===== src/sv/vcs_pkg.sv =====
// vcs_pkg: shared types, constants and codes for the velocity command shaper.
// Used by vcs_front, vcs_queue, vcs_back and velocity_command_shaper.
// No dependencies.
package vcs_pkg;

  localparam int unsigned MAX_VALID_DT_US_DEF      = 150000;
  localparam int unsigned MIN_VALID_DT_US_DEF      = 100;
  localparam int unsigned KICK_MAX_DURATION_US_DEF = 200000;

  localparam int unsigned QUEUE_DEPTH = 4;

  // 2*pi in Q3.29
  localparam logic [31:0] TWO_PI_Q29         = 32'd3373259426;
  localparam logic [31:0] OMEGA_DEADBAND_LSB = 32'd10;
  localparam logic [31:0] KICK_MIN_TARGET    = 32'd65;
  localparam logic [40:0] TERM_CAP           = 41'h100_0000_0000;
  localparam logic [19:0] USEC_PER_S         = 20'd1000000;
  localparam logic [15:0] CUTOFF_RESET       = 16'd52429;

  // numerator |diff|*1e6 width
  localparam int unsigned NUM_W = 53;

  typedef enum logic [3:0] {
    REG_INERTIA   = 4'd0,
    REG_VISCOUS   = 4'd1,
    REG_STATIC    = 4'd2,
    REG_CUTOFF    = 4'd3,
    REG_KICK_SPD  = 4'd4,
    REG_RETRIGGER = 4'd5,
    REG_REST      = 4'd6,
    REG_KICK_MAX  = 4'd7
  } reg_idx_t;

  typedef struct packed {
    logic [31:0] inertia;
    logic [31:0] viscous_friction;
    logic [31:0] static_friction;
    logic [15:0] cutoff_fraction;
    logic [30:0] kick_speed;
    logic [30:0] retrigger_delta;
    logic [30:0] rest_threshold;
    logic [30:0] kick_max_target;
  } cfg_t;

  // one classified command, front to back
  typedef struct packed {
    logic        torque_en;
    logic        dneg;
    logic [32:0] dmag;
    logic [31:0] dt;
    logic        tneg;
    logic [31:0] tmag;
    logic [31:0] eff;
    logic        kick;
  } job_t;

  typedef enum logic [2:0] {
    B_IDLE,
    B_NUM,
    B_DIV,
    B_MUL,
    B_SUM,
    B_OUT
  } back_state_t;

endpackage


===== src/sv/vcs_front.sv =====
// vcs_front: accepts commands, keeps history and kick state, classifies each
// command into a job for the torque back end. Depends on vcs_pkg.
module vcs_front #(
  parameter int unsigned MAX_VALID_DT_US      = vcs_pkg::MAX_VALID_DT_US_DEF,
  parameter int unsigned MIN_VALID_DT_US      = vcs_pkg::MIN_VALID_DT_US_DEF,
  parameter int unsigned KICK_MAX_DURATION_US = vcs_pkg::KICK_MAX_DURATION_US_DEF
) (
  input  logic          clk,
  input  logic          rst,
  input  vcs_pkg::cfg_t cfg,
  input  logic          in_valid,
  output logic          in_stall,
  input  logic          kind,
  input  logic [31:0]   target_velocity,
  input  logic [31:0]   measured_velocity,
  input  logic [31:0]   timestamp_us,
  input  logic          full,
  output logic          push,
  output vcs_pkg::job_t push_data
);

  logic [31:0] last_target;
  logic [31:0] last_time;
  logic        history_valid;
  logic [31:0] pursued_target;
  logic        kicking;
  logic [31:0] kick_start;

  logic [32:0] diff;
  logic [32:0] dmag;
  logic [31:0] dt;
  logic        dt_ok;
  logic [31:0] tmag;
  logic [31:0] pmag;
  logic [31:0] mmag;
  logic [32:0] pdiff;
  logic [32:0] change;
  logic        retrig;
  logic        kick_new;
  logic        kick_cur;
  logic [31:0] start_cur;
  logic [47:0] meas_scaled;
  logic [47:0] tgt_scaled;
  logic        reached;
  logic        expired;
  logic        kick_out;
  logic [31:0] kick_val;

  assign in_stall = full;
  assign push     = in_valid && !full;

  always_comb begin
    diff   = {target_velocity[31], target_velocity} - {last_target[31], last_target};
    dmag   = diff[32] ? (33'd0 - diff) : diff;
    dt     = timestamp_us - last_time;
    dt_ok  = (dt > 32'(MIN_VALID_DT_US)) && (dt <= 32'(MAX_VALID_DT_US));
    tmag   = target_velocity[31] ? (32'd0 - target_velocity) : target_velocity;
    pmag   = pursued_target[31] ? (32'd0 - pursued_target) : pursued_target;
    mmag   = measured_velocity[31] ? (32'd0 - measured_velocity) : measured_velocity;
    pdiff  = {target_velocity[31], target_velocity} - {pursued_target[31], pursued_target};
    change = pdiff[32] ? (33'd0 - pdiff) : pdiff;
    retrig = change > {2'b00, cfg.retrigger_delta};

    kick_new = (pmag < {1'b0, cfg.rest_threshold}) && (tmag > pmag)
            && (tmag > vcs_pkg::KICK_MIN_TARGET) && (tmag < {1'b0, cfg.kick_max_target});
    kick_cur  = retrig ? kick_new : kicking;
    start_cur = (retrig && kick_new) ? timestamp_us : kick_start;

    meas_scaled = {mmag, 16'd0};
    tgt_scaled  = {16'd0, tmag} * {32'd0, cfg.cutoff_fraction};
    reached     = meas_scaled >= tgt_scaled;
    expired     = (timestamp_us - start_cur) >= 32'(KICK_MAX_DURATION_US);
    kick_out    = kick_cur && !reached && !expired;
    // zero target counts as positive
    kick_val    = target_velocity[31] ? (32'd0 - {1'b0, cfg.kick_speed})
                                      : {1'b0, cfg.kick_speed};
  end

  always_comb begin
    push_data = '0;
    if (!kind) begin
      push_data.torque_en = (cfg.inertia != '0) && history_valid && dt_ok;
      push_data.dneg      = diff[32];
      push_data.dmag      = dmag;
      push_data.dt        = dt;
      push_data.tneg      = target_velocity[31];
      push_data.tmag      = tmag;
      push_data.eff       = kick_out ? kick_val : target_velocity;
      push_data.kick      = kick_out;
    end
  end

  always_ff @(posedge clk) begin
    if (rst) begin
      last_target    <= '0;
      last_time      <= '0;
      history_valid  <= 1'b0;
      pursued_target <= '0;
      kicking        <= 1'b0;
      kick_start     <= '0;
    end else if (push) begin
      if (kind) begin
        last_target    <= '0;
        last_time      <= '0;
        history_valid  <= 1'b0;
        pursued_target <= '0;
        kicking        <= 1'b0;
        kick_start     <= '0;
      end else begin
        last_target   <= target_velocity;
        last_time     <= timestamp_us;
        history_valid <= 1'b1;
        kicking       <= kick_out;
        kick_start    <= start_cur;
        if (retrig) begin
          pursued_target <= target_velocity;
        end
      end
    end
  end

endmodule


===== config.mk =====
export PLATFORM = sky130hd
export DESIGN_NAME = vcs_front
export DESIGN_NICKNAME = d
export VERILOG_FILES = /design/src/sv/vcs_pkg.sv /design/src/sv/vcs_front.sv
export SDC_FILE = /design/constraint.sdc
export NUM_CORES = 2
export LEC_CHECK = 0
export BUFFER_PORTS_ARGS = -buffer_cell sky130_fd_sc_hd__buf_2
export CORE_MARGIN = 4
export CORE_UTILIZATION = 40
export DETAILED_ROUTE_END_ITERATION = 8
export HOLD_SLACK_MARGIN = 0.03
export SETUP_SLACK_MARGIN = 0.3
export SYNTH_ARGS = -nofsm -noshare
export SYNTH_HDL_FRONTEND = slang
export SYNTH_SLANG_ARGS = --single-unit

===== constraint.sdc =====
create_clock -name clk -period 47.1 [get_ports clk]
set_input_delay 9.42 -clock clk [delete_from_list [all_inputs] [get_ports clk]]
set_output_delay 9.42 -clock clk [all_outputs]
set_load 0.02 [all_outputs]

## After elaboration in Yosys (flattened, before gate mapping)

Cells that the tools add are included.

- Flip-flop bits (word level): 130
- Bits in latches: 0
- Bits in writable memories: 0
- Memory bits (read-only): 0
- Input port bits: 337
- Output and inout bits: 135
- Word-level logic and storage cells: 59
- Memories kept: 0

- Add/sub/neg operators: 10
- $mul: 1
- Divide/modulo/power cells: 0
- Magnitude comparators: 9
- Equality and inequality tests: 0
- Shift operators: 0
- Multiplexer cells: 17
- Bitwise logic cells: 0
- Reductions and logical operators: 16

Operator list:

| operator | number |
|---|---|
| $mux W32 | 11 |
| $mux W133 | 1 |
| $sub A1 B32 Y32 const A | 3 |
| $mux W33 | 2 |
| $sub A1 B33 Y33 const A | 2 |
| $sub A32 B32 Y33 | 2 |
| $gt A32 B7 Y1 const B | 2 |
| $lt A32 B31 Y1 | 2 |
| $sub A32 B32 Y32 | 2 |
| $ge A48 B48 Y1 | 1 |
| $mul A32 B16 Y48 | 1 |
| $gt A33 B31 Y1 | 1 |
| $ge A32 B18 Y1 const B | 1 |
| $gt A32 B32 Y1 | 1 |
| $le A32 B18 Y1 const B | 1 |
| $reduce_bool A32 Y1 | 1 |
| $sub A1 B31 Y32 const A | 1 |
| $logic_and A1 B1 Y1 | 10 |
| $logic_not A1 Y1 | 3 |
| $mux W1 | 3 |
| $reduce_and A2 Y1 | 1 |
| $reduce_bool A2 Y1 | 1 |

## Longest topological paths before layout

- Depth in word-level cells: 14
- Gate-level depth with buffers: 51
- Depth with buffers taken out: 46

## Least setup slack after synthesis

OpenSTA, ideal clock, no wires.

- Path type: in2out
- Start: input target_velocity[3]
- End: output push_data[28] (netlist bit)
- Data arrival time: 20.019 ns
- Data required time: 37.680 ns
- Slack: 17.661 ns
- Stages: 42
- Path buffers: 3
- Path through: buf_2 -> or4_1 -> or4_4 -> o41ai_1 -> xnor2_1 -> clkbuf_1 -> nand2_1 -> fa_1 -> inv_1 -> fa_1 -> inv_1 -> fa_1 -> fa_1 -> fa_1 -> inv_1 -> fa_1 -> ha_1 -> a21o_1 -> [6 not listed] -> a31oi_1 -> o21ai_0 -> and2_1 -> a221oi_1 -> xor2_1 -> ha_1 -> a21oi_1 -> o22ai_1 -> a31oi_1 -> nor4bb_1 -> o211ai_1 -> a31oi_1 -> o2111ai_1 -> nor4_1 -> nor4bb_1 -> o21ai_2 -> buf_2 -> a211oi_1

RTL lines:

| what | RTL line | text |
|---|---|---|
| start, declared | vcs_front.sv:14 | `input logic [31:0] target_velocity,` |
| end, declared | vcs_front.sv:19 | `output vcs_pkg::job_t push_data` |

==> summary.txt <==
clk buf depth: 2
CTS sink cnt: 130
GRT Overall Usage: 0.256
Yosys top cell by area: fa_1
CP arrival: 23.44 ns
Detailed Place HPWL: 99.3 mm
Top Ports: 472
syn nets: 6004
ANT nets after route: 0
Max-slew headroom: 0.234
worst slew pin tran: 1.15 ns
adder-cell share of the synthesized area: 0.363
share of layout cells above drive strength 1: 0.110
H-tree depth: 4
multiplexer area fraction after synthesis: 0.0205
Post-route DRC: 0
GRT overflow: 0
number of buffer and inverter stages on the critical path: 9
startpoint types: input port
port bufs: 407
top cells by area, synth: fa_1, ha_1, inv_1
RD Place Congestion: 0.968
max-slew violations: 0
synth unique cells: 88
Avg Cell Area, Syn: 7.70 µm²
period utilisation layout: 0.698
kind of critical path: input port to primary output
Starting Density: 0.405
top-area cell type share of the netlist area: 0.227
sequential element share of the synthesized area: 0.0699
critical path's slowest cell: nor4bb_1
top cells by instance count after synthesis: inv_1, nand2_1, fa_1
post-CTS setup buffer count: 0
DRT Pass-1 Iters: 7
unrepaired setup endpoints after global routing: false
DIE HEIGHT: 313 µm
largest family of logic cells by synthesized area: adder cells
root buffer cell: clkbuf_16
endpoint class of the critical path: primary output
Mapped Cells: 4838
Yosys warnings: 0
final wirelength: 127 mm
simple-gate portion of the synthesized area: 0.211
Worst Clk Skew: 0.0155 ns
MaxCap Viol Count: 0
Skew-Pair Late Insertion Delay: 0.47 ns
r2r worst-path depth: 42
clock-pin slew on the worst setup and hold paths: 0.06 ns
Slowest Stage Delay on Critical Path: 0.65 ns
hold depth: 2
Critical R2R Capture: kicking
Post-synth EDFFs: 0
Iter 0 DRT Violations: 2494
Die ar.: 98100 µm²
largest net degree at the start of global routing: 72
R2R Setup Slk: 34.73 ns
count leader, synth: inv_1
Primary FF master, synth: dfxtp_1
NumNets Final: 6266
Vias per Instance: 5.59
Max FO, Critical Path: 35
ys async rst share: 0
synthesized cell area: 37300 µm²
Final Hold Fails: 0
Layout area overhead: 10.7%
Post-Synth XOR/XNOR Area: 0.0661
post-DR wirelength/cell: 19.9 µm
Hold-fix buffers, CTS: 0
Die X: 313 µm
final setup violation count: 0
min-delay src: last_target[22]
TritonCTS buffer count: 17
outcome: finished clean
initial antenna violation count: 17
reg-to-reg startpoint: pursued_target[3]
Setup TNS Final: 0 ns
cell family with most CP delay: compound AO/OA/AOI/OAI gates
Resized cells post-CTS: 0
first-pass GRT wire length: 200 mm
Max Fclk: 30.4 MHz
via count: 35600
Worst Path Required: 37.68 ns
hold crit path type: flop to flop
CP dominant cell by count: fa_1
core area: 92100 µm²
Synth Register Bits: 130
row cnt: 111
vias in the first global route: 35100
CP Launch Point: target_velocity[0]
Hold Path Sink: last_target[22]
compound-cell area share of the yosys netlist: 0.172
fin crit period: 32.86 ns
CTS tree: built
-- flip-flops by register name, indices dropped and copies added (netlist names) --
register	flops
pursued_target	32
last_time	32
kicking	1
kick_start	32
history_valid	1
last_target	32
-- per-stage QoR --
stage | instance area (µm²) | setup WS, ns | utilization | std cells | hold slack, ns
2_1_floorplan | 37300 | 17.66 | - | 4838 | 0.432
3_3_place_gp | 40600 | 14.21 | 0.441 | 6324 | 0.439
3_5_place_dp | 40600 | 14.19 | 0.441 | 6324 | 0.445
4_1_cts | 41200 | 14.13 | 0.448 | 6356 | 0.454
5_1_grt | 41200 | 13.45 | 0.448 | 6363 | 0.467
6_report | 41300 | 14.24 | 0.448 | 6370 | 0.451
-- per-layer routing --
metal	track usage	share of wire
met5	0	0.00026
met4	0.0718	0.027
met3	0.0416	0.072
met2	0.427	0.47
met1	0.344	0.44
-- worst max path at each step --
| stage | to | slack, ns | cells past startpoint |
|---|---|---|---|
| floorplan | push_data[28] | 17.66 | 42 |
| global placement | push_data[28] | 14.21 | 45 |
| detailed placement | push_data[28] | 14.19 | 45 |
| CTS | push_data[28] | 14.13 | 45 |
| global route | push_data[28] | 13.45 | 45 |
| finish | push_data[28] | 14.24 | 45 |
-- worst min-delay path: cells and delay by family, from the launching register on --
kind	cells	cell delay [ns]
AO/OA/AOI/OAI	1	0.05
AND/OR/NAND/NOR	1	0.05
flip-flops	1	0.31
-- cells by family (layout without fill, tap and decap cells) --
| kind of cell | count (synthesis) | after routing |
|---|---|---|
| muxes | 75 | 75 |
| other | 0 | 14 |
| and+or+nand+nor | 1599 | 1599 |
| AOI/OAI and AO/OA | 974 | 974 |
| buffers and inverters | 950 | 1225 |
| adders and majority gates | 829 | 829 |
| xor gates and xnor gates | 281 | 281 |
| DFF | 130 | 130 |
-- layout make-up --
cell class / instances / area [µm²]
inverters: 736 / 2760
clock buffers: 18 / 429
clock inverters: 14 / 144
multi-input cells: 3758 / 31300
well taps: 1243 / 1560
flip-flops and latches: 130 / 2600
repair buffers: 457 / 2420
fillers: 9503 / 50800
diodes: 14 / 35.0
-- cells in the final DEF (no fill, tap or decap), types with 29 or more instances in the layout --
cell and count:
nor2_1 290, buf_2 405, o21ai_0 172, nand2b_1 49
or3_1 44, xnor2_1 174, inv_1 734, nor4_1 38
a31oi_1 33, nor2b_1 78, ha_1 407, nor3_1 75
nand2_1 584, nand3b_1 63, a21o_1 110, xnor2_2 29
o21a_1 35, mux2i_1 66, a22o_1 31, a21oi_1 272
xor2_1 78, a211oi_1 41, nand4_1 52, dfxtp_1 130
and2_1 163, a22oi_1 37, buf_4 51, nand3_1 63
fa_1 422
Power is not shown: default switching activity piles up to over one toggle a cycle in this logic, so the estimate is an artifact.
