[src/sv/vcs_pkg.sv]
// vcs_pkg: shared types, constants and codes for the velocity command shaper.
// Used by vcs_front, vcs_queue, vcs_back and velocity_command_shaper.
// No dependencies.
package vcs_pkg;

  localparam int unsigned MAX_VALID_DT_US_DEF      = 150000;
  localparam int unsigned MIN_VALID_DT_US_DEF      = 100;
  localparam int unsigned KICK_MAX_DURATION_US_DEF = 200000;

  localparam int unsigned QUEUE_DEPTH = 4;

  // 2*pi in Q3.29
  localparam logic [31:0] TWO_PI_Q29         = 32'd3373259426;
  localparam logic [31:0] OMEGA_DEADBAND_LSB = 32'd10;
  localparam logic [31:0] KICK_MIN_TARGET    = 32'd65;
  localparam logic [40:0] TERM_CAP           = 41'h100_0000_0000;
  localparam logic [19:0] USEC_PER_S         = 20'd1000000;
  localparam logic [15:0] CUTOFF_RESET       = 16'd52429;

  // numerator |diff|*1e6 width
  localparam int unsigned NUM_W = 53;

  typedef enum logic [3:0] {
    REG_INERTIA   = 4'd0,
    REG_VISCOUS   = 4'd1,
    REG_STATIC    = 4'd2,
    REG_CUTOFF    = 4'd3,
    REG_KICK_SPD  = 4'd4,
    REG_RETRIGGER = 4'd5,
    REG_REST      = 4'd6,
    REG_KICK_MAX  = 4'd7
  } reg_idx_t;

  typedef struct packed {
    logic [31:0] inertia;
    logic [31:0] viscous_friction;
    logic [31:0] static_friction;
    logic [15:0] cutoff_fraction;
    logic [30:0] kick_speed;
    logic [30:0] retrigger_delta;
    logic [30:0] rest_threshold;
    logic [30:0] kick_max_target;
  } cfg_t;

  // one classified command, front to back
  typedef struct packed {
    logic        torque_en;
    logic        dneg;
    logic [32:0] dmag;
    logic [31:0] dt;
    logic        tneg;
    logic [31:0] tmag;
    logic [31:0] eff;
    logic        kick;
  } job_t;

  typedef enum logic [2:0] {
    B_IDLE,
    B_NUM,
    B_DIV,
    B_MUL,
    B_SUM,
    B_OUT
  } back_state_t;

endpackage

[src/sv/vcs_back.sv]
// vcs_back: torque sequencer. Bit-serial divider for acceleration, one
// shared 32x32 multiplier for the scaled products, output register.
// Depends on vcs_pkg.
module vcs_back (
  input  logic          clk,
  input  logic          rst,
  input  vcs_pkg::cfg_t cfg,
  input  logic          empty,
  input  vcs_pkg::job_t head,
  output logic          pop,
  output logic          out_valid,
  input  logic          out_stall,
  output logic [31:0]   effective_velocity,
  output logic [31:0]   torque_feedforward,
  output logic          kick_active
);

  localparam int unsigned CNT_W = $clog2(vcs_pkg::NUM_W);
  localparam logic [95:0] RND16 = 96'd1 << 15;
  localparam logic [95:0] RND37 = 96'd1 << 36;

  vcs_pkg::back_state_t state, state_next;
  vcs_pkg::job_t job;

  logic [vcs_pkg::NUM_W-1:0] num;
  logic [32:0]      rem;
  logic [CNT_W-1:0] cnt;
  logic [1:0]       mop;
  logic [1:0]       half;
  logic [95:0]      acc;
  logic [63:0]      inter;
  logic [40:0]      t1;
  logic [40:0]      t2;
  logic [31:0]      torque;

  logic        out_free;
  logic [32:0] trial;
  logic        qbit;
  logic [63:0] mul_a;
  logic [31:0] mul_b;
  logic [63:0] prod;
  logic [95:0] sum16;
  logic [95:0] sum37;
  logic [58:0] r37;
  logic [40:0] capped;
  logic [24:0] t3;
  logic signed [43:0] s1;
  logic signed [43:0] s2;
  logic signed [43:0] s3;
  logic signed [43:0] total;
  logic [31:0] sat;

  assign out_free = !out_valid || !out_stall;

  always_comb begin
    state_next = state;
    unique case (state)
      vcs_pkg::B_IDLE: if (!empty) begin
        state_next = head.torque_en ? vcs_pkg::B_NUM : vcs_pkg::B_OUT;
      end
      vcs_pkg::B_NUM: state_next = vcs_pkg::B_DIV;
      vcs_pkg::B_DIV: if (cnt == CNT_W'(vcs_pkg::NUM_W - 1)) begin
        state_next = vcs_pkg::B_MUL;
      end
      vcs_pkg::B_MUL: if (mop == 2'd3 && half == 2'd2) begin
        state_next = vcs_pkg::B_SUM;
      end
      vcs_pkg::B_SUM: state_next = vcs_pkg::B_OUT;
      vcs_pkg::B_OUT: if (out_free) begin
        state_next = vcs_pkg::B_IDLE;
      end
      default: state_next = vcs_pkg::B_IDLE;
    endcase
  end

  always_comb begin
    pop = (state == vcs_pkg::B_IDLE) && !empty;
  end

  always_comb begin
    trial = {rem[31:0], num[vcs_pkg::NUM_W-1]};
    qbit  = trial >= {1'b0, job.dt};

    unique case (mop)
      2'd0: begin
        mul_a = {{(64 - vcs_pkg::NUM_W){1'b0}}, num};
        mul_b = vcs_pkg::TWO_PI_Q29;
      end
      2'd1: begin
        mul_a = inter;
        mul_b = cfg.inertia;
      end
      2'd2: begin
        mul_a = {32'd0, job.tmag};
        mul_b = vcs_pkg::TWO_PI_Q29;
      end
      default: begin
        mul_a = inter;
        mul_b = cfg.viscous_friction;
      end
    endcase
    prod = {32'd0, (half == 2'd0) ? mul_a[31:0] : mul_a[63:32]} * {32'd0, mul_b};

    sum16  = acc + RND16;
    sum37  = acc + RND37;
    r37    = sum37[95:37];
    capped = (r37 > {18'd0, vcs_pkg::TERM_CAP}) ? vcs_pkg::TERM_CAP : r37[40:0];

    t3 = 25'(({1'b0, cfg.static_friction} + 33'd128) >> 8);
    s1 = job.dneg ? -$signed({3'b000, t1}) : $signed({3'b000, t1});
    s2 = job.tneg ? -$signed({3'b000, t2}) : $signed({3'b000, t2});
    if (job.tmag > vcs_pkg::OMEGA_DEADBAND_LSB) begin
      s3 = job.tneg ? -$signed({19'd0, t3}) : $signed({19'd0, t3});
    end else begin
      s3 = '0;
    end
    total = s1 + s2 + s3;
    if (total > 44'sd2147483647) begin
      sat = 32'h7FFF_FFFF;
    end else if (total < -44'sd2147483648) begin
      sat = 32'h8000_0000;
    end else begin
      sat = total[31:0];
    end
  end

  always_ff @(posedge clk) begin
    if (rst) begin
      state <= vcs_pkg::B_IDLE;
    end else begin
      state <= state_next;
    end
  end

  always_ff @(posedge clk) begin
    unique case (state)
      vcs_pkg::B_IDLE: begin
        job    <= head;
        torque <= '0;
      end
      vcs_pkg::B_NUM: begin
        num <= {20'd0, job.dmag} * {33'd0, vcs_pkg::USEC_PER_S};
        rem <= '0;
        cnt <= '0;
      end
      vcs_pkg::B_DIV: begin
        rem  <= qbit ? (trial - {1'b0, job.dt}) : trial;
        num  <= {num[vcs_pkg::NUM_W-2:0], qbit};
        cnt  <= cnt + 1'b1;
        mop  <= '0;
        half <= '0;
      end
      vcs_pkg::B_MUL: begin
        unique case (half)
          2'd0: begin
            acc  <= {32'd0, prod};
            half <= 2'd1;
          end
          2'd1: begin
            acc  <= acc + {prod, 32'd0};
            half <= 2'd2;
          end
          default: begin
            if (!mop[0]) begin
              inter <= sum16[79:16];
            end else if (!mop[1]) begin
              t1 <= capped;
            end else begin
              t2 <= capped;
            end
            half <= 2'd0;
            mop  <= mop + 1'b1;
          end
        endcase
      end
      vcs_pkg::B_SUM: torque <= sat;
      default: begin
      end
    endcase
  end

  always_ff @(posedge clk) begin
    if (rst) begin
      out_valid <= 1'b0;
    end else if (state == vcs_pkg::B_OUT && out_free) begin
      out_valid <= 1'b1;
    end else if (!out_stall) begin
      out_valid <= 1'b0;
    end
  end

  always_ff @(posedge clk) begin
    if (state == vcs_pkg::B_OUT && out_free) begin
      effective_velocity <= job.eff;
      torque_feedforward <= torque;
      kick_active        <= job.kick;
    end
  end

endmodule

[config.mk]
export PLATFORM = sky130hd
export DESIGN_NAME = vcs_back
export DESIGN_NICKNAME = d
export VERILOG_FILES = /design/src/sv/vcs_pkg.sv /design/src/sv/vcs_back.sv
export SDC_FILE = /design/constraint.sdc
export NUM_CORES = 2
export LEC_CHECK = 0
export BUFFER_PORTS_ARGS = -buffer_cell sky130_fd_sc_hd__buf_2
export CELL_PAD_IN_SITES_DETAIL_PLACEMENT = 0
export CELL_PAD_IN_SITES_GLOBAL_PLACEMENT = 1
export CORE_UTILIZATION = 50
export DETAILED_ROUTE_END_ITERATION = 12
export PLACE_DENSITY = 0.9
export SLEW_MARGIN = 20
export SYNTH_ARGS = -nofsm -noshare
export SYNTH_HDL_FRONTEND = slang
export SYNTH_SLANG_ARGS = --single-unit
export TNS_END_PERCENT = 1
[constraint.sdc]
create_clock -name clk -period 12.9 [get_ports clk]
set_clock_uncertainty 0.1 [all_clocks]
set_input_delay 1.29 -clock clk [delete_from_list [all_inputs] [get_ports clk]]
set_output_delay 1.29 -clock clk [all_outputs]
set_load 0.03 [all_outputs]
== Word-level counts from Yosys, hierarchy flattened ==
Cells that the tools add are included.
Storage, ports and cells
  register bits after elaboration: 570
  bits of input ports: 373
  output and inout port bits: 67
  word-level logic and storage cells: 111
Cells by class
  add/subtract/negate cells: 12
  $mul: 2
  magnitude comparators: 5
  equal/unequal tests: 17
  mux-type cells: 28
  bitwise operators: 3
  reductions and logical operators: 22
Operators with widths (count)
  $pmux 32 s2: 3
  $pmux 96 s2: 1
  $mux 44: 4
  $mux 32: 4
  $pmux 64 s2: 1
  $pmux 53 s2: 1
  $add 96x37->96 const B: 1
  $add 96x96->96: 1
  $add 44x44->44: 2
  $neg 41->44: 2
  $add 80x16->80 const B: 1
  $mul 32x32->64: 1
  $gt 59x41->1 const B: 1
  $mul 33x14->47 const B: 1
  $gt 44x32->1 const B: 1
  $lt 44x32->1 const B: 1
  $neg 25->44: 1
  $mux 41: 1
  $add 32x8->33 const B: 1
  $ge 33x32->1: 1
  $gt 32x4->1 const B: 1
  $sub 32x32->32: 1
  $pmux 3 s6: 1
  $mux 3: 5
  25 further kinds: 51

== Longest topological paths before layout ==
  word-level depth: 9
  depth in mapped cells: 51
  depth with buffers taken out: 45

== Least setup slack after synthesis ==
OpenSTA, ideal clock, no wires.
  path type: flip-flop to flip-flop
  from: register mop[0]
  to: register acc[95], data pin
  library setup time: 0.258 ns
  arrival time: 11.230 ns
  required time: 12.542 ns
  slack: 1.312 ns
  stages on the path, launching flop included: 48
  buffers on the path: 6
  period minus slack after synthesis: 11.588 ns
  cells stage by stage: edfxtp_1 -> clkbuf_1 -> inv_1 -> ha_1 -> clkbuf_1 -> nor2_1 -> clkbuf_1 -> clkbuf_1 -> nand2_1 -> mux2i_1 -> clkbuf_1 -> nor2_1 -> fa_1 -> fa_1 -> fa_1 -> inv_1 -> fa_1 -> inv_1 -> [12 not listed] -> o31ai_1 -> o21ai_0 -> nand2_1 -> a31oi_1 -> xnor2_1 -> ha_1 -> and2_1 -> clkbuf_1 -> nand3_1 -> or3_1 -> a2111oi_0 -> a211oi_1 -> a21oi_1 -> a2111o_1 -> a21boi_0 -> o31ai_1 -> nand2b_1 -> mux2i_1
Between the ends
  cells in the longest elaborated chain, start to end: 6
  elaborated cells between the ends (all ways): 10
  those cells by class: add/sub: 1; mul: 1; eq/ne: 2; mux: 4; reduce/logical: 2
RTL lines
  start, declared: RTL line vcs_back.sv:28  | logic [1:0] mop;
  start signal, assigned: RTL line vcs_back.sv:172  | mop <= mop + 1'b1;
  $eq 2x2->1 or $logic_not 2->1 (tied branches): RTL line vcs_back.sv:84  | unique case (mop)
  $pmux 64 s2 or $reduce_or 2->1 (tied branches)
  $mux 32 or $pmux 32 s2 (tied branches): RTL line vcs_back.sv:102, vcs_back.sv:84
  $mul 32x32->64 *: RTL line vcs_back.sv:102  | prod = {32'd0, (half == 2'd0) ? mul_a[31:0] : mul_a[63:32]} * {32'd0, mul_b};
  $add 96x96->96 *: RTL line vcs_back.sv:160  | acc <= acc + {prod, 32'd0};
  $pmux 96 s2 *: RTL line vcs_back.sv:154  | unique case (half)
  end signal, assigned: RTL line vcs_back.sv:156  | acc <= {32'd0, prod};
  end signal, assigned: RTL line vcs_back.sv:160
  end, declared: RTL line vcs_back.sv:30  | logic [95:0] acc;
Mark *: on every way between the ends. The rest lies on a longest branch, timed or not.
A chain may end at the register's enable or synchronous reset.

== Worst setup path after layout ==
  from: register mop[1]
  to: register acc[90], data pin
Same word-level chain as after synthesis.

==> impl_metrics.env <==
export IMPL_status="complete, no violations"
export IMPL_synthSimpleGateAreaFrac_pct=14.3
export IMPL_cts_root_buf="clkbuf_16"
export IMPL_grt_pass1_vias=60700
export IMPL_routedWlPerCell_um=23.2
export IMPL_vias=59300
export IMPL_cts_buffers=60
export IMPL_syn_mean_instance_area_um2=9.45
export IMPL_track_usage_pct=31.5
export IMPL_grt_max_degree=81
export IMPL_yosysUniqueCellTypes=91
export IMPL_dr_pass1_iters=7
export IMPL_critical_path_required_ns=13.22
export IMPL_postRouteAntennaNets=0
export IMPL_synth_top_area_share_pct=29.0
export IMPL_arrival_ns=12.77
export IMPL_synth_xor_area_share_pct=5.28
export IMPL_clk_pin_slew_ns=0.07
export IMPL_drive_above_1_share_pct=10.7
export IMPL_synth_nets=9925
export IMPL_hold_viol=0
export IMPL_die_area_mm2=0.151
export IMPL_initial_core_util_pct=50.4
export IMPL_final_nets=10300
export IMPL_crit_buf_inv=10
export IMPL_period_minus_slack_ns=12.46
export IMPL_pin_count=440
export IMPL_die_x_um=388
export IMPL_synth_top_family_by_area="adder cells"
export IMPL_grt_overflow_total=0
export IMPL_synthTopCellsByCount="inv_1 (1,150), fa_1 (1,082), nand2_1 (898)"
export IMPL_via_per_inst=5.81
export IMPL_finalSetupViolations=0
export IMPL_multi_input_area_mm2=0.0525
export IMPL_dp_cells=10100
export IMPL_cap_violations=0
export IMPL_fp_row_count=141
export IMPL_async_flop_share_pct=0
export IMPL_critPathKind="flop to flop"
export IMPL_worst_hold_path_type="flop to flop"
export IMPL_yosysMostFrequentCell="inv_1"
export IMPL_max_slew_margin_rel_pct=29.6
export IMPL_slowest_stage="ha_2"
export IMPL_synth_seq_area_share_pct=22.3
export IMPL_drv_slew=0
export IMPL_drtIter0Drc=5158
export IMPL_syn_inst=7891
export IMPL_pre_cts_ws_ns=0.396
export IMPL_synth_fa_ha_area_share_pct=38.8
export IMPL_synthMuxAreaShare_pct=0.780
export IMPL_synth_top_area_cell="fa_1"
export IMPL_grt_first_pass_wirelength_um=359000
export IMPL_ys_seq_elements=555
export IMPL_synth_compound_area_share_pct=10.9
export IMPL_fill_cells=13100
export IMPL_rsz0062_at_grt="false"
export IMPL_crit_family="adder cells"
export IMPL_clock_path_buffers=3
export IMPL_slowest_delay_ns=0.71
export IMPL_hold_ws_ns=0.318
export IMPL_min_period_over_period_pct=96.6
export IMPL_worst_pin_slew_ns=1.06
export IMPL_instances_no_fill=10200
export IMPL_yosys_warnings=0
export IMPL_wirelength_um=237000
export IMPL_place_gp_congestion=0.998
export IMPL_synth_edff_count=551
export IMPL_core_area_mm2=0.148
export IMPL_cts_hold_buf=0
export IMPL_drc=0
export IMPL_clock_sinks=555
export IMPL_htree_levels=2
export IMPL_path_max_fanout=14
export IMPL_ys_flop_type="edfxtp_1"
export IMPL_final_seq_area_mm2=0.0166
export IMPL_dieHeight_um=388
export IMPL_clock_fmax_mhz=80.3
export IMPL_antenna_found_initial=12
export IMPL_synth_area_mm2=0.0746
export IMPL_worst_setup_path_start_kind="flop"
export IMPL_clk_latency_ns=0.72
export IMPL_netlist_top_cells_area="fa_1 (29%), edfxtp_1 (22%), ha_1 (9.7%)"
export IMPL_cts_tree="done"
export IMPL_dp_hpwl_um=197000
export IMPL_end_kind="flop"
export IMPL_finalSetupTns_ns=0
export IMPL_io_buffers=292
export IMPL_syn_to_final_growth_pct=10.4
export IMPL_postLayoutSetupSlackWorst_ns=0.444
[cells in the final DEF, fill, tap and decap left out, types with 218 or more instances in the layout]
| cell | count |
|---|---|
| inv_1 | 1150 |
| nand2_1 | 897 |
| xnor2_1 | 303 |
| fa_1 | 1082 |
| buf_4 | 331 |
| ha_1 | 576 |
| a21oi_1 | 349 |
| o21ai_0 | 218 |
| edfxtp_1 | 551 |
| nor2_1 | 878 |
| buf_2 | 292 |
[worst reg2reg max path: cells and delay by family (launching register included)]
kind / cells / cell delay (ns)
buf+inv: 10 / 0.98
simple gates: 10 / 1.61
mux: 1 / 0.33
flops: 1 / 0.39
xor+xnor: 2 / 0.39
compound gates: 12 / 3.02
fa+ha+maj: 11 / 5.38
[through the flow]
step / utilization, % / area [um^2]
final: 55.7 / 82300
after global routing: 55.7 / 82300
after CTS: 55.6 / 82200
after detailed placement: 54.1 / 79900
after global placement: 54.1 / 79900
after floorplan: - / 74600
[area by class of cell]
class / instances / share of cell area [%]
Sequential cell: 555 / 20.2
Inverter: 1150 / 5.24
Clock inverter: 43 / 0.784
Timing Repair Buffer: 635 / 5.10
Multi-Input combinational cell: 5828 / 63.8
Antenna cell: 10 / 0.0304
Tap cell: 1930 / 2.93
Clock buffer: 71 / 1.93
[sequential cells by signal, summed over array words and instances, names as in the netlist]
| signal | count |
|---|---|
| half | 2 |
| job | 132 |
| out_valid | 1 |
| rem | 32 |
| torque_feedforward | 32 |
| cnt | 6 |
| torque | 32 |
| effective_velocity | 32 |
| t2 | 41 |
| kick_active | 1 |
| mop | 2 |
| num | 53 |
| state | 3 |
| t1 | 41 |
| inter | 64 |
| acc | 81 |
[cells by family (layout without fill, tap and decap cells)]
group | Yosys count | after routing
multiplexers | 55 | 55
XOR/XNOR | 446 | 446
buffers and inverters | 1508 | 1899
AO/OA/AOI/OAI | 1228 | 1228
adder cells (fa/ha/maj) | 1661 | 1661
other | 0 | 10
AND/OR/NAND/NOR | 2438 | 2438
flip-flops | 555 | 555
[final timing paths]
| check | slack [ns] | end | start | cells after the start |
|---|---|---|---|---|
| hold reg to reg | 0.32 | kick_active | job[0] | 0 |
| hold / removal | 0.32 | kick_active | job[0] | 0 |
| setup reg to reg | 0.44 | acc[90] | mop[1] | 46 |
| setup / recovery | 0.44 | acc[90] | mop[1] | 46 |
[metal layers]
metal  vias up  track usage (%)  share of wire [%]
met2      2523             51.9                 47
met1     29600             39.3                 38
met5         -                0              0.019
met3       578             5.91                8.7
met4         6             16.8                6.5
li1      26600                -                  -
[timing repair]
| action | in CTS | in global routing |
|---|---|---|
| endpoints found under the setup margin | 0 | 10 |
| gates resized for setup | 0 | 8 |
| buffers inserted | 0 | 2 |
Power is left out: the tool's default activity adds up to more than one toggle a clock period on the data nets, which glitch-free logic cannot reach.
