===== src/sv/vcs_pkg.sv =====
// vcs_pkg: shared types, constants and codes for the velocity command shaper.
// Used by vcs_front, vcs_queue, vcs_back and velocity_command_shaper.
// No dependencies.
package vcs_pkg;

  localparam int unsigned MAX_VALID_DT_US_DEF      = 150000;
  localparam int unsigned MIN_VALID_DT_US_DEF      = 100;
  localparam int unsigned KICK_MAX_DURATION_US_DEF = 200000;

  localparam int unsigned QUEUE_DEPTH = 4;

  // 2*pi in Q3.29
  localparam logic [31:0] TWO_PI_Q29         = 32'd3373259426;
  localparam logic [31:0] OMEGA_DEADBAND_LSB = 32'd10;
  localparam logic [31:0] KICK_MIN_TARGET    = 32'd65;
  localparam logic [40:0] TERM_CAP           = 41'h100_0000_0000;
  localparam logic [19:0] USEC_PER_S         = 20'd1000000;
  localparam logic [15:0] CUTOFF_RESET       = 16'd52429;

  // numerator |diff|*1e6 width
  localparam int unsigned NUM_W = 53;

  typedef enum logic [3:0] {
    REG_INERTIA   = 4'd0,
    REG_VISCOUS   = 4'd1,
    REG_STATIC    = 4'd2,
    REG_CUTOFF    = 4'd3,
    REG_KICK_SPD  = 4'd4,
    REG_RETRIGGER = 4'd5,
    REG_REST      = 4'd6,
    REG_KICK_MAX  = 4'd7
  } reg_idx_t;

  typedef struct packed {
    logic [31:0] inertia;
    logic [31:0] viscous_friction;
    logic [31:0] static_friction;
    logic [15:0] cutoff_fraction;
    logic [30:0] kick_speed;
    logic [30:0] retrigger_delta;
    logic [30:0] rest_threshold;
    logic [30:0] kick_max_target;
  } cfg_t;

  // one classified command, front to back
  typedef struct packed {
    logic        torque_en;
    logic        dneg;
    logic [32:0] dmag;
    logic [31:0] dt;
    logic        tneg;
    logic [31:0] tmag;
    logic [31:0] eff;
    logic        kick;
  } job_t;

  typedef enum logic [2:0] {
    B_IDLE,
    B_NUM,
    B_DIV,
    B_MUL,
    B_SUM,
    B_OUT
  } back_state_t;

endpackage


===== src/sv/vcs_queue.sv =====
// vcs_queue: short FIFO of classified commands between front and back.
// Depends on vcs_pkg (job_t, QUEUE_DEPTH).
module vcs_queue #(
  parameter int unsigned DEPTH = vcs_pkg::QUEUE_DEPTH
) (
  input  logic          clk,
  input  logic          rst,
  input  logic          push,
  input  vcs_pkg::job_t push_data,
  output logic          full,
  input  logic          pop,
  output logic          empty,
  output vcs_pkg::job_t pop_data
);

  localparam int unsigned PTR_W = (DEPTH > 1) ? $clog2(DEPTH) : 1;
  localparam int unsigned CNT_W = $clog2(DEPTH + 1);

  vcs_pkg::job_t entries [DEPTH];
  logic [PTR_W-1:0] wr_ptr;
  logic [PTR_W-1:0] rd_ptr;
  logic [CNT_W-1:0] count;

  assign full     = (count == CNT_W'(DEPTH));
  assign empty    = (count == '0);
  assign pop_data = entries[rd_ptr];

  always_ff @(posedge clk) begin
    if (push) begin
      entries[wr_ptr] <= push_data;
    end
  end

  always_ff @(posedge clk) begin
    if (rst) begin
      wr_ptr <= '0;
      rd_ptr <= '0;
      count  <= '0;
    end else begin
      if (push) begin
        wr_ptr <= (wr_ptr == PTR_W'(DEPTH - 1)) ? '0 : wr_ptr + 1'b1;
      end
      if (pop) begin
        rd_ptr <= (rd_ptr == PTR_W'(DEPTH - 1)) ? '0 : rd_ptr + 1'b1;
      end
      if (push && !pop) begin
        count <= count + 1'b1;
      end else if (pop && !push) begin
        count <= count - 1'b1;
      end
    end
  end

endmodule


===== config.mk =====
export PLATFORM = sky130hd
export DESIGN_NAME = vcs_queue
export DESIGN_NICKNAME = d
export VERILOG_FILES = /design/src/sv/vcs_pkg.sv /design/src/sv/vcs_queue.sv
export SDC_FILE = /design/constraint.sdc
export NUM_CORES = 1
export LEC_CHECK = 0
export ABC_CLOCK_PERIOD_IN_PS = 5350
export BUFFER_PORTS_ARGS = -buffer_cell sky130_fd_sc_hd__buf_4
export CAP_MARGIN = 20
export CORE_AREA = 2 2 192 194
export CTS_BUF_LIST = sky130_fd_sc_hd__clkbuf_4 sky130_fd_sc_hd__clkbuf_8 sky130_fd_sc_hd__clkbuf_16
export DETAILED_ROUTE_END_ITERATION = 6
export DIE_AREA = 0 0 194 196
export PLACE_DENSITY = 0.8
export SYNTH_ARGS = -nofsm -noshare
export SYNTH_HDL_FRONTEND = slang
export SYNTH_SLANG_ARGS = --single-unit

===== constraint.sdc =====
create_clock -name clk -period 5.35 [get_ports clk]
set_input_delay 0.535 -clock clk [delete_from_list [all_inputs] [get_ports clk]]
set_output_delay 0.535 -clock clk [all_outputs]
set_load 0.05 [all_outputs]

Word level (Yosys, flattened, before mapping)

Memory sizes are Yosys's and may differ from the RTL's. A register that Yosys moved wholly into a read port is not among the register bits.
Cells that the tools add are included.

Add/sub/neg operators: 4
Multiply operators: 0
Div/mod/pow operators: 0
Order comparisons: 0
Eq/ne operators: 3
Shift-type cells: 0
Mux-type cells: 8
Bitwise logic cells: 0
Reductions and logical operators: 6

Operators by type and width:

| kind                | count |
|---|---|
| $mux 2              | 4 |
| $mux 3              | 2 |
| $add 2x1->2 const B | 2 |
| $eq 2x2->1 const B  | 2 |
| $add 3x1->3 const B | 1 |
| $eq 3x3->1 const B  | 1 |
| $logic_not 3->1     | 1 |
| $sub 3x1->3 const B | 1 |
| $logic_and 1x1->1   | 2 |
| $logic_not 1->1     | 2 |
| $mux 1              | 2 |
| $reduce_bool 2->1   | 1 |

Flip-flop bits (word level): 7
Bits in latches: 0
Bits in writable memories: 532
ROM bits: 0
Input port bits: 137
Word-level logic and storage cells: 25
Memories kept: 1

Memory list:

| memory  | words | width | read ports | clocked after memory_dff | write ports | RTL line        | text |
|---|---|---|---|---|---|---|---|
| entries | 4     | 133   | 1          | 1                        | 1           | vcs_queue.sv:19 | `vcs_pkg::job_t entries [DEPTH];` |

Logic depth before layout (Yosys ltp)

Gate-level depths: netlist of run 1.

Depth in word-level cells: 4
Mapped depth: 7
Mapped depth without buffers: 7

Least setup slack after synthesis of run 1

OpenSTA, ideal clock, no wires.

Path type: register -> register
Start point: register wr_ptr[0]
End point: memory entries[3][0] (netlist bit), enable pin
Setup time: 0.507 ns
Arrival time: 3.593 ns
Required time: 4.843 ns
Setup slack: 1.250 ns
Stages on the path, launching flop included: 3
Buffers on the path: 0
Period minus slack after synthesis: 4.100 ns
Path through: dfxtp_1 ha_1 and2_1

RTL lines:

| item                   | RTL line        | text |
|---|---|---|
| start, declared        | vcs_queue.sv:20 | `logic [PTR_W-1:0] wr_ptr;` |
| start signal, assigned | vcs_queue.sv:41 | `wr_ptr <= (wr_ptr == PTR_W'(DEPTH - 1)) ? '0 : wr_ptr + 1'b1;` |
| end, declared          | vcs_queue.sv:19 |  |

No word-level cell before the write port.

==> flow_metrics.env, run 1 <==
export IMPL_arrival_ps=2840
export IMPL_place_area_sq_um=22200
export IMPL_ant_nets=0
export IMPL_crit_fanout=71
export IMPL_globalRouteTotalUtil=0.194
export IMPL_maxSlewHeadroom=0.314
export IMPL_rsz0062_at_grt="false"
export IMPL_ys_types=18
export IMPL_cp_start_kind="flip-flop"
export IMPL_fillers=2280
export IMPL_viasPerCell=5.65
export IMPL_cp_required_ps=4820
export IMPL_finalHoldViolations=0
export IMPL_nets=1187
export IMPL_final_area_sq_um=23900
export IMPL_timing_critical_path_buf_inv=2
export IMPL_synth_top_area_frac=0.815
export IMPL_drive_gt1_frac=0.462
export IMPL_hold_worst_slack_ps=156
export IMPL_post_cts_buffers=0
export IMPL_avgSynthCellArea_sq_um=26.5
export IMPL_synth_area_top_cells="edfxtp_1 81%, mux4_2 15%, dfxtp_1 0.92%"
export IMPL_cts_hold_buf=0
export IMPL_cts_max_level=2
export IMPL_rows=70
export IMPL_wl_per_cell_um=23.5
export IMPL_ys_seq_elements=541
export IMPL_cap_violations=0
export IMPL_boundaryPins=272
export IMPL_gp_congestion=0.717
export IMPL_port_buffers=271
export IMPL_fin_ws_ps=1970
export IMPL_gr_total_overflow=0
export IMPL_dp_cells=1456
export IMPL_cts_sinks=541
export IMPL_die_y_um=196
export IMPL_p_leak_nw=8.02
export IMPL_layout_common_cells="532 x edfxtp_1, 273 x buf_4, 133 x mux4_2"
export IMPL_post_route_min_period_ps=3380
export IMPL_final_cell_count_no_fill=1552
export IMPL_start_util=0.543
export IMPL_root_buffer="clkbuf_16"
export IMPL_fmax_mhz=296
export IMPL_first_iter_violations=452
export IMPL_routed_wl_um=36400
export IMPL_cp_top_family="flip-flops"
export IMPL_die_area_sq_um=38000
export IMPL_synth_top_cell_by_area="edfxtp_1"
export IMPL_worst_slew_pin_slew_ps=1030
export IMPL_powerDensity_nw_per_um2=408
export IMPL_hp_class="primary input to flip-flop"
export IMPL_synth_nets=883
export IMPL_numCtsBuffers=53
export IMPL_synth_edff_count=532
export IMPL_clk_latency_ps=570
export IMPL_cp_end_kind="output pin"
export IMPL_cts_tree="done"
export IMPL_vias=8774
export IMPL_pre_cts_slack_ps=2530
export IMPL_hpwl_um=21000
export IMPL_critPathKind="flip-flop to output pin"
export IMPL_setup_tns_ps=0
export IMPL_async_flop_share=0
export IMPL_drc_errors=0
export IMPL_cpPeakStageDelay_ps=780
export IMPL_cts_path_max_buffers=3
export IMPL_final_common_cell="edfxtp_1"
export IMPL_drv_slew=0
export IMPL_status="completed"
export IMPL_synth_area_sq_um=19600
export IMPL_synth_flop_cell="edfxtp_1"
export IMPL_setup_viol=0
export IMPL_slowest_stage="dfxtp_4"
export IMPL_grt_pass1_wl_um=55700
export IMPL_grt_pass1_vias=9315
export IMPL_peakVddDrop_mv=0.556
export IMPL_synth_warnings=0
export IMPL_core_area_sq_um=36100
export IMPL_cts_clk_slew_worst_paths_ps=60
export IMPL_synthCells=739
export IMPL_skew_ps=8.85
export IMPL_final_util=0.661
export IMPL_cp_cell_sequence="buf_12 > mux4_2 > buf_4"
export IMPL_grt_start_max_net_pins=119
export IMPL_area_growth_pct=21.6
export IMPL_yosysSeqAreaShare=0.824
export IMPL_drtPass1Iterations=5
export IMPL_antenna_found_initial=2
export IMPL_power_mw=9.72
export IMPL_final_period_utilization=0.631
export IMPL_die_w_um=194
export IMPL_ctsResizeCount=0
==> registers in the layout, summed over array words and instances (netlist names), named ones only <==
| name | count |
|---|---|
| rd_ptr | 2 |
| entries | 532 |
| count | 3 |
| wr_ptr | 2 |
==> worst reg2reg max path: stages, from the launching register on <==
cell,delay (ps)
dfxtp_1,400
ha_1,170
and2_4,800
buf_12,490
==> metal layers <==
metal / global-route usage / vias up / share of wire / wire length, um
met3: 0.0641 / 47 / 0.083 / 3030
met4: 0.0651 / 2 / 0.021 / 753
met2: 0.319 / 286 / 0.51 / 18500
li1: - / 3805 / - / -
met5: 0 / - / 0.00036 / 13
met1: 0.246 / 4634 / 0.39 / 14100
==> cells by family after synthesis <==
logic type / count (synthesis) / synth area share
muxes: 137 / 0.155
AOI/OAI and AO/OA: 3 / 0.000765
and+or+nand+nor: 15 / 0.00396
buffers and inverters: 34 / 0.0109
DFF: 541 / 0.824
adders and majority gates: 7 / 0.00485
xor gates and xnor gates: 2 / 0.000893
==> Yosys cell counts, types with 4 or more instances <==
cell type / number
and2_1: 4
buf_2: 15
buf_6: 9
clkbuf_1: 6
dfxtp_1: 9
edfxtp_1: 532
ha_1: 6
inv_1: 4
mux2i_1: 4
mux4_2: 133
nor2_1: 7
==> where the power goes <==
group | leakage [nW] | total [mW] | internal, mW | switching [mW]
clock network | 0.833 | 3.51 | 2.05 | 1.46
logic | 2.23 | 1.29 | 0.451 | 0.835
registers | 4.96 | 4.93 | 4.86 | 0.0687
total | 8.02 | 9.72 | 7.36 | 2.36
==> worst paths after layout <==
kind / start / end / slack, ps / cells after the start
setup / recovery: flip-flop / pop_data[80] / 1970 / 3
hold / removal: push_data[16] / entries[0][16] / 160 / 1
setup reg to reg: wr_ptr[0] / entries[1][74] / 3040 / 3
hold reg to reg: count[2] / count[2] / 540 / 2
==> final cells by class <==
type / instances / area [sq um] / share of cell area
Antenna cell: 1 / 2.50 / 0.000105
Timing Repair Buffer: 279 / 2170 / 0.0910
Clock inverter: 32 / 228 / 0.00955
Tap cell: 468 / 586 / 0.0246
Clock buffer: 63 / 1440 / 0.0602
Sequential cell: 541 / 16200 / 0.678
Multi-Input combinational cell: 164 / 3250 / 0.136
Inverter: 4 / 15.0 / 0.000630
No activity file was read; power rests on OpenSTA's default activity.
==> run 2, diff against run 1 <==
==> config.mk (replaced) <==
export PLATFORM = sky130hd
export DESIGN_NAME = vcs_queue
export DESIGN_NICKNAME = d
export VERILOG_FILES = /design/src/sv/vcs_pkg.sv /design/src/sv/vcs_queue.sv
export SDC_FILE = /design/constraint.sdc
export NUM_CORES = 1
export LEC_CHECK = 0
export ABC_CLOCK_PERIOD_IN_PS = 3000
export BUFFER_PORTS_ARGS = -buffer_cell sky130_fd_sc_hd__buf_4
export CAP_MARGIN = 20
export CORE_AREA = 2 2 200 202
export CTS_BUF_LIST = sky130_fd_sc_hd__clkbuf_4 sky130_fd_sc_hd__clkbuf_8 sky130_fd_sc_hd__clkbuf_16
export DETAILED_ROUTE_END_ITERATION = 6
export DIE_AREA = 0 0 202 204
export PLACE_DENSITY = 0.78
export SYNTH_ARGS = -nofsm -noshare
export SYNTH_HDL_FRONTEND = slang
export SYNTH_SLANG_ARGS = --single-unit
==> constraint.sdc (replaced) <==
create_clock -name clk -period 3 [get_ports clk]
set_input_delay 0.3 -clock clk [delete_from_list [all_inputs] [get_ports clk]]
set_output_delay 0.3 -clock clk [all_outputs]
set_load 0.05 [all_outputs]
==> run 2 against run 1 <==
Global-route usage down 0.55 points. Final cell count up 13%. Clock skew up 7.3 ps. Critical path depth unchanged. Non-clock buffer count up 145. Register-to-register slack worse by 1900 ps.
==> flow_metrics.env, run 2 (synthesis results as in run 1) <==
export IMPL_p_comb_frac=0.144
export IMPL_setup_tns_ps=0
export IMPL_vias=9340
export IMPL_cp_end_kind="output pin"
export IMPL_skew_ps=16.1
export IMPL_p_sw_mw=4.20
export IMPL_wl_per_cell_um=21.6
export IMPL_root_buffer="clkbuf_16"
export IMPL_grt_pass1_wl_um=58400
export IMPL_drc_errors=0
export IMPL_r2r_end="entries[2][80]"
export IMPL_die_area_sq_um=41200
export IMPL_nets=1331
export IMPL_powerDensity_nw_per_um2=683
export IMPL_cts_sinks=541
export IMPL_worst_slew_pin_slew_ps=627
export IMPL_cap_violations=0
export IMPL_gr_total_overflow=0
export IMPL_r2r_slack_ps=1120
export IMPL_cts_tree="done"
export IMPL_p_int_mw=13.1
export IMPL_critPathKind="flip-flop to output pin"
export IMPL_ant_nets=0
export IMPL_boundaryPins=272
export IMPL_die_y_um=204
export IMPL_fillers=2447
export IMPL_rows=73
export IMPL_final_common_cell="edfxtp_1"
export IMPL_worstReg2RegStart="wr_ptr[0]"
export IMPL_crit_top_cell="buf_4"
export IMPL_reg2reg_depth=4
export IMPL_port_buffers=271
export IMPL_numCtsBuffers=52
export IMPL_gp_congestion=0.712
export IMPL_multiInputGateArea_sq_um=3250
export IMPL_min_from="push"
export IMPL_drive_gt1_frac=0.413
export IMPL_p_leak_nw=8.62
export IMPL_cts_clk_slew_worst_paths_ps=60
export IMPL_regArea_sq_um=16200
export IMPL_largestRegisters="entries (532), count (3)"
export IMPL_top_register="entries"
export IMPL_cp_cell_sequence="buf_4 > mux4_2 > buf_4"
export IMPL_viasPerCell=5.35
export IMPL_cp_required_ps=2700
export IMPL_finalHoldViolations=0
export IMPL_largest_register_ffs=532
export IMPL_drtPass1Iterations=5
export IMPL_maxSlewHeadroom=0.582
export IMPL_status="completed"
export IMPL_routed_wl_um=37800
export IMPL_start_util=0.500
export IMPL_rsz0062_at_grt="false"
export IMPL_slowest_stage="dfxtp_4"
export IMPL_min_to="wr_ptr[0]"
export IMPL_first_iter_violations=569
export IMPL_core_area_sq_um=39200
export IMPL_pwr_share_clk=0.349
export IMPL_die_w_um=202
export IMPL_fmax_mhz=368
export IMPL_arrival_ps=2420
export IMPL_grt_start_max_net_pins=68
export IMPL_hp_class="primary input to flip-flop"
export IMPL_post_route_min_period_ps=2720
export IMPL_crit_fanout=20
export IMPL_hpwl_um=21600
export IMPL_final_period_utilization=0.906
export IMPL_globalRouteTotalUtil=0.188
export IMPL_cts_path_max_buffers=3
export IMPL_ctsResizeCount=0
export IMPL_clk_latency_ps=580
export IMPL_cp_start_kind="flip-flop"
export IMPL_swShare=0.243
export IMPL_peakVddDrop_mv=0.507
export IMPL_area_growth_pct=29.3
export IMPL_seqPwrFrac=0.506
export IMPL_hold_worst_slack_ps=43.8
export IMPL_grt_pass1_vias=10157
export IMPL_layout_common_cells="532 x edfxtp_1, 275 x buf_4, 136 x dlygate4sd3_1"
export IMPL_min_path_cells=3
export IMPL_cpPeakStageDelay_ps=610
export IMPL_cts_max_level=2
export IMPL_drv_slew=0
export IMPL_setup_viol=0
export IMPL_antenna_found_initial=1
==> run 2: cell types whose count changed in the layout (fill, tap and decap cells not counted), sizes merged <==
cell         previous run  this run
bufinv                  3         2
clkbuf                 63        67
inv                     5         4
clkinv                 26        16
buf                   279       288
dlygate4sd3             0       136
==> run 2: repair_timing <==
| action | CTS | global route |
|---|---|---|
| hold buffers | 136 | 0 |
| endpoints found under the hold margin | 541 | 0 |
| buffers inserted | 0 | 0 |
==> run 2: through the flow <==
step | util | power [mW] | setup WS, ps | cells | instance area [sq um]
after floorplan | - | 10.5 | 371 | 739 | 19600
after global placement | 0.572 | 11.2 | 838 | 1522 | 22400
after detailed placement | 0.572 | 11.3 | 829 | 1522 | 22400
after CTS | 0.647 | 17.5 | 179 | 1745 | 25300
after global routing | 0.647 | 17.9 | 97.9 | 1746 | 25300
final | 0.647 | 17.3 | 283 | 1746 | 25300
==> run 2: per-layer routing <==
metal,share of wire,wire [um],global-route usage
met4,0.027,1010,0.0607
met2,0.50,18700,0.309
met1,0.40,15100,0.245
met3,0.077,2910,0.0556
met5,0,0,0
==> run 2: power groups by stage <==
stage	Combinational [mW]	Sequential (mW)	Clock, mW
2_1_floorplan	1.58	8.89	0
3_3_place_gp	2.34	8.90	0
3_5_place_dp	2.36	8.93	0
4_1_cts	2.52	8.77	6.20
5_1_grt	2.62	8.79	6.49
6_report	2.50	8.77	6.05
==> run 2: area by class of cell <==
cell class,count,share of cell area
timing repair buffer,424,0.145
inverter,4,0.000592
multi-input combinational,164,0.128
antenna,1,0.0000987
sequential,541,0.638
tap,525,0.0259
clock inverter,20,0.00563
clock buffer,67,0.0565
==> run 2: worst max-delay path by stage <==
stage | start | endpoint | slack (ps)
floorplan | wr_ptr[0] | entries[3][0] | 370
global placement | flip-flop | pop_data[41] | 840
detailed placement | flip-flop | pop_data[118] | 830
CTS | flip-flop | pop_data[118] | 180
global route | flip-flop | pop_data[42] | 100
finish | flip-flop | pop_data[10] | 280
==> run 2: worst max-delay path: cells and delay by family (launching register included) <==
| kind | cells | cell delay [ps] |
|---|---|---|
| buffers and inverters | 2 | 630 |
| flip-flops | 1 | 610 |
| multiplexers | 1 | 590 |
